[src/hbq_pkg.sv]
// Shared definitions for the binary min-heap queue: default sizes, operation
// and status codes, and the sequencer state type.
// Depends on nothing; the top module, the comparator and the testbench import it.
`timescale 1ns / 1ps
`default_nettype none

package hbq_pkg;

	localparam int HBQ_DEPTH     = 1024;
	localparam int HBQ_NODE_BITS = 16;
	localparam int KEY_W         = 32;

	typedef enum logic {
		OP_INSERT = 1'b0,
		OP_REMOVE = 1'b1
	} op_t;

	typedef enum logic [1:0] {
		ST_OK    = 2'd0,
		ST_EMPTY = 2'd1,
		ST_FULL  = 2'd2
	} status_t;

	typedef enum logic [5:0] {
		S_IDLE = 6'b000001,
		S_UP   = 6'b000010,
		S_RM   = 6'b000100,
		S_SEL  = 6'b001000,
		S_CMP  = 6'b010000,
		S_FIN  = 6'b100000
	} state_t;

endpackage

`default_nettype wire

[src/hbq_cmp.sv]
// Shared key comparator: tells whether one signed key is strictly greater
// than another. Depends on hbq_pkg.
`timescale 1ns / 1ps
`default_nettype none

module hbq_cmp (
	input  wire logic [hbq_pkg::KEY_W-1:0] a,
	input  wire logic [hbq_pkg::KEY_W-1:0] b,
	output      logic                      gt
);

	import hbq_pkg::*;

	assign gt = $signed(a) > $signed(b);

endmodule

`default_nettype wire

[config.mk]
export PLATFORM = sky130hd
export DESIGN_NAME = hbq_cmp
export DESIGN_NICKNAME = d
export VERILOG_FILES = /design/src/hbq_pkg.sv /design/src/hbq_cmp.sv
export SDC_FILE = /design/constraint.sdc
export NUM_CORES = 1
export LEC_CHECK = 0
export BUFFER_PORTS_ARGS = -buffer_cell sky130_fd_sc_hd__buf_2
export CORE_AREA = 2 2 47 49
export DETAILED_ROUTE_END_ITERATION = 8
export DIE_AREA = 0 0 49 51
export GPL_ROUTABILITY_DRIVEN = 1
export PLACE_DENSITY = 0.83
export SYNTH_ARGS = -nofsm -noshare
export SYNTH_HDL_FRONTEND = slang
export SYNTH_SLANG_ARGS = --single-unit
[constraint.sdc]
create_clock -name vclk -period 2.4
set_clock_uncertainty 0.2 [all_clocks]
set_input_delay 0.24 -clock vclk [all_inputs]
set_output_delay 0.24 -clock vclk [all_outputs]
set_load 0.02 [all_outputs]
==> results.cfg, run 1 <==
[final_layout]
stdcell_count = 211
final_common_cell = buf_2
drive_above_1_share = 0.519
antenna_cells = 0
nFlopsAndLatches = 0
nFillCells = 193
seqCellArea_um2 = 0
nClkBuffers = 0
area_growth_pct = 74.2
final_cell_mix = buf_2 (58), inv_1 (24), ha_1 (22), ha_4 (10), a21oi_1 (9)
finalCoreUtilization = 0.679
multi_input_area_um2 = 838
nets = 281

[timing]
fin_ws_ns = 0.0499
hold_ws_ns = 0.770
rsz0062_at_grt = true
finalSetupViolCount = 0
fmax_ghz = 0.426
slew_headroom = 0.795
worst_slew_pin_slew_ns = 0.304
fin_crit_sh = 0.979
slew_violations = 0
period_minus_slack_ns = 2.35
hold_violations = 0

[logic_synthesis]
yosysUniqueCellTypes = 19
yosys_warnings = 0
yosys.area.top_type = ha_1
synth_cells = 113
syn_avg_cell_area_um2 = 7.12
synth_fp_nets = 209
syn_area_um2 = 805
synth.area.top_cells = ha_1 (50%), inv_1 (15%), a21oi_1 (6.8%)
synth_top_area_share = 0.498
ys_seq_area_frac = 0

[global_routing]
grt_pass1_wl_um = 3670
grt_util_met1 = 0.165
globalRoute.busiestLayer = met2
grtUsageTotal = 0.177
grt_overflow_total = 0
grt.met2_usage = 0.420
grt_pass1_vias = 983
grtUsageMet3 = 0.0117
antenna_found_initial = 0
grt_max_degree = 5

[place]
hpwlAfterDp_um = 2000
dp.cells = 209
port_buffers = 65
place_ws_ns = -0.107
gp_congestion = 0.768

[power]
vdd_drop_max_uv = 95.9
leakagePower_nw = 0.803
p_clk_frac = 0
power.net_switching_w = 0.0000993
combPwrFrac = 1.000
seqPwrFrac = 0
swShare = 0.450
internal_power_w = 0.000122
cellPowerDensity_nw_per_um2 = 158

[worst_setup_path]
cp-start-kind = primary input
endpoint_kind = output pin
critPathKind = in -> out
cp.required_ns = 1.96
cp_max_fo = 2
arrival_ns = 1.91

[routing]
drt_iter0_markers = 10
wl_per_cell_um = 11.0
via_per_inst = 4.84
routed-via-count = 1021
dr.pass1.iters = 4
drc_errors = 0
drt_wl_total_um = 2320
drtAntennaViolNets = 0

[flow_run]
drv_cap = 0

[floorplan]
ios = 65
core_area_um2 = 2060
start_util = 0.390
die_y_um = 51
die_x_um = 49
row_count = 17
die-area_um2 = 2500

[clocking]
cts_hold_buf = 0

[min_path]
hold_path.class = in -> out

[status]
outcome = completed
## worst paths after layout
check  start  to  cells past startpoint
min    a[31]  gt                      4
max    a[11]  gt                     10
## power groups by stage
| stage | Combinational [W] | Clock (W) | Sequential, W |
|---|---|---|---|
| 6_report | 0.000221 | 0 | 0 |
| 2_1_floorplan | 0.0000984 | 0 | 0 |
| 3_5_place_dp | 0.000180 | 0 | 0 |
| 4_1_cts | 0.000192 | 0 | 0 |
| 3_3_place_gp | 0.000168 | 0 | 0 |
| 5_1_grt | 0.000253 | 0 | 0 |
## synth_stat cells
cell and instances:
mux2i_1 1, nor2_1 3, nand4_1 7, nand2_1 6, ha_1 32, a21oi_1 11
nor2b_1 1, nor4_1 2, nand3_1 3, a21boi_1 1, inv_1 32, o211ai_1 1
a221o_1 1, o31ai_1 1, o2111ai_1 1, a21oi_2 1, a21o_1 4, a211oi_1 1
o21ai_0 4
## cells by family after synthesis
| group | share of synthesized area |
|---|---|
| and+or+nand+nor | 0.138 |
| adders and majority gates | 0.498 |
| buffers and inverters | 0.149 |
| muxes | 0.0124 |
| AOI/OAI and AO/OA | 0.202 |
## metrics by stage
stage / TNS, ns / total power (W) / cell area (um^2)
global route: -0.0579 / 0.000253 / 1400
finish: 0 / 0.000221 / 1400
detailed placement: -0.107 / 0.000180 / 1190
floorplan: 0 / 0.0000984 / 805
global placement: -0.0489 / 0.000168 / 1190
CTS: 0 / 0.000192 / 1250
## what timing repair did
| action | 4_1_cts | 5_1_grt |
|---|---|---|
| endpoints found under the setup margin | 1 | 1 |
| setup buffers | 0 | 2 |
| resized for setup | 10 | 24 |
| pin swaps | 5 | 15 |
## per-layer routing
layer	vias to the layer above	share of wire
met3	0	0.052
met5	-	0
met4	0	0
li1	535	-
met2	42	0.58
met1	444	0.37
## critical path, stage by stage
cell	delay, ns
buf_2	0.12
ha_4	0.26
nand4_1	0.10
nor4_1	0.31
buf_4	0.16
a21boi_2	0.16
o31ai_2	0.08
o2111ai_2	0.10
mux2i_1	0.22
buf_4	0.16
## layout make-up
type	instances	share of cell area
multi-input combinational	81	0.598
inverter	32	0.0893
tap	28	0.0250
timing repair buffer	70	0.288
Note: power is estimated with default switching activity, not from simulation.
==> inputs of run 2 (changes only) <==
--- a/config.mk
+++ b/config.mk
@@ -5,12 +5,13 @@
 export SDC_FILE = /design/constraint.sdc
 export NUM_CORES = 1
 export LEC_CHECK = 0
+export ABC_AREA = 1
 export BUFFER_PORTS_ARGS = -buffer_cell sky130_fd_sc_hd__buf_2
-export CORE_AREA = 2 2 47 49
+export CORE_AREA = 10 10 57 59
 export DETAILED_ROUTE_END_ITERATION = 8
-export DIE_AREA = 0 0 49 51
+export DIE_AREA = 0 0 67 69
 export GPL_ROUTABILITY_DRIVEN = 1
-export PLACE_DENSITY = 0.83
+export PLACE_DENSITY = 0.82
 export SYNTH_ARGS = -nofsm -noshare
 export SYNTH_HDL_FRONTEND = slang
 export SYNTH_SLANG_ARGS = --single-unit
==> run 2 against run 1 <==
Effect of this change:
- fmax grew 19%
- worst setup slack improved by 0.38 ns
- final area down 10%
- area after synthesis increased by 12%
- cell count rose by 14%
==> results.cfg, run 2 <==
[global_routing]
grt_max_degree = 4
grt_pass1_vias = 1068
grt_overflow_total = 0
antenna_found_initial = 0
grtUsageTotal = 0.0990
grt_pass1_wl_um = 4130

[worst_setup_path]
cp-startpoint = a[31]
endpoint_kind = output pin
cp_max_fo = 3
cp.required_ns = 1.96
critPathKind = in -> out
cp-start-kind = primary input
arrival_ns = 1.53

[power]
power_w = 0.000187
seqPwrFrac = 0
vdd_drop_max_uv = 88.6
cellPowerDensity_nw_per_um2 = 149
power.net_switching_w = 0.0000909
p_clk_frac = 0
leakagePower_nw = 0.876
internal_power_w = 0.0000966
combPwrFrac = 1.000
swShare = 0.485

[place]
port_buffers = 65
gp_congestion = 0.785
hpwlAfterDp_um = 2330

[min_path]
hold_path.class = in -> out
hp-start = a[31]

[final_layout]
nClkBuffers = 0
antenna_cells = 0
nets = 311
area_growth_pct = 40.1
final_cell_mix = buf_2 (65), inv_1 (39), nand2_1 (38), ha_1 (32), a21oi_1 (11)
finalCoreUtilization = 0.586
seqCellArea_um2 = 0
drive_above_1_share = 0.357
nFlopsAndLatches = 0
final_common_cell = buf_2

[logic_synthesis]
synth_top_area_share = 0.446
ys_seq_area_frac = 0
synth_fp_nets = 244
yosysMostFrequentCell = inv_1
yosysUniqueCellTypes = 16
yosys_warnings = 0
yosys.area.top_type = ha_1
synth_commonest_cells = inv_1 (39), nand2_1 (38), ha_1 (32), a21oi_1 (11), nor2_1 (10)
synth_cells = 148
syn_area_um2 = 898
syn_avg_cell_area_um2 = 6.07
synth.area.top_cells = ha_1 (45%), inv_1 (16%), nand2_1 (16%)

[routing]
drt_wl_total_um = 2340
routed-via-count = 1036
via_per_inst = 4.30
drtAntennaViolNets = 0
dr.pass1.iters = 4
drc_errors = 0
drt_iter0_markers = 16
wl_per_cell_um = 9.69

[timing]
rsz0062_at_grt = false
period_minus_slack_ns = 1.97
worst_slew_pin_slew_ns = 0.138
hold_violations = 0
fin_tns_setup_ns = 0
fmax_ghz = 0.508
finalSetupViolCount = 0
slew_violations = 0
fin_crit_sh = 0.820
slew_headroom = 0.907

[floorplan]
ios = 65
die-area_um2 = 4620
start_util = 0.418
core_area_um2 = 2150
die_x_um = 67
die_y_um = 69
row_count = 17

[clocking]
cts_hold_buf = 0
cts_setup_buffers = 0
post_cts_resized = 0

[status]
outcome = completed

[flow_run]
drv_cap = 0
run 2: cell count changes in the layout (fill, tap and decap cells not counted), sizes merged, moves of 2 or more:
cell / previous run / this run
a21o: 4 / 1
buf: 70 / 65
inv: 32 / 40
nand2: 6 / 40
nand4: 7 / 2
nor2: 3 / 14
nor4: 2 / 0
o21ai: 4 / 2
run 2: layout make-up:
type                            instances  area [um^2]
Tap cell                               28         35.0
Fill cell                             235          890
Timing Repair Buffer                   65          325
Multi-Input combinational cell        107          744
Inverter                               41          154
run 2: power groups by stage:
stage                     sequential, W  combinational (W)  clock, W
after floorplan                       0           0.000116         0
after global placement                0           0.000186         0
after detailed placement              0           0.000192         0
after CTS                             0           0.000193         0
after global routing                  0           0.000227         0
final                                 0           0.000187         0
run 2: kinds of logic (layout without fill, tap and decap cells):
kind of cell	Yosys count	count (layout)	share of synthesized area
and+or+nand+nor	58	58	0.273
AOI/OAI and AO/OA	17	17	0.110
adders and majority gates	32	32	0.446
buffers and inverters	41	106	0.171
run 2: final timing paths:
check,endpoint,cells past startpoint
setup / recovery,gt,11
hold / removal,gt,6
run 2: through the flow:
step	setup slack, ns	instance area, um^2	instances	hold slack [ns]
after floorplan	0.619	898	148	0.665
final	0.431	1260	241	0.903
after detailed placement	0.397	1260	241	0.911
after CTS	0.397	1260	241	0.912
after global routing	0.260	1260	241	0.947
after global placement	0.431	1260	241	0.895
run 2: metal layers:
metal,track usage,part of all wire
met4,0,0
met1,0.106,0.40
met3,0.0306,0.097
met2,0.189,0.51
met5,0,0
run 2: critical path, cell delays in order:
cell     delay (ns)
buf_2          0.10
ha_1           0.32
a21oi_1        0.17
o21a_2         0.15
nand2_1        0.05
a21oi_2        0.11
nand2_2        0.06
nand2_1        0.05
nand2_1        0.05
nor2_2         0.06
buf_2          0.16
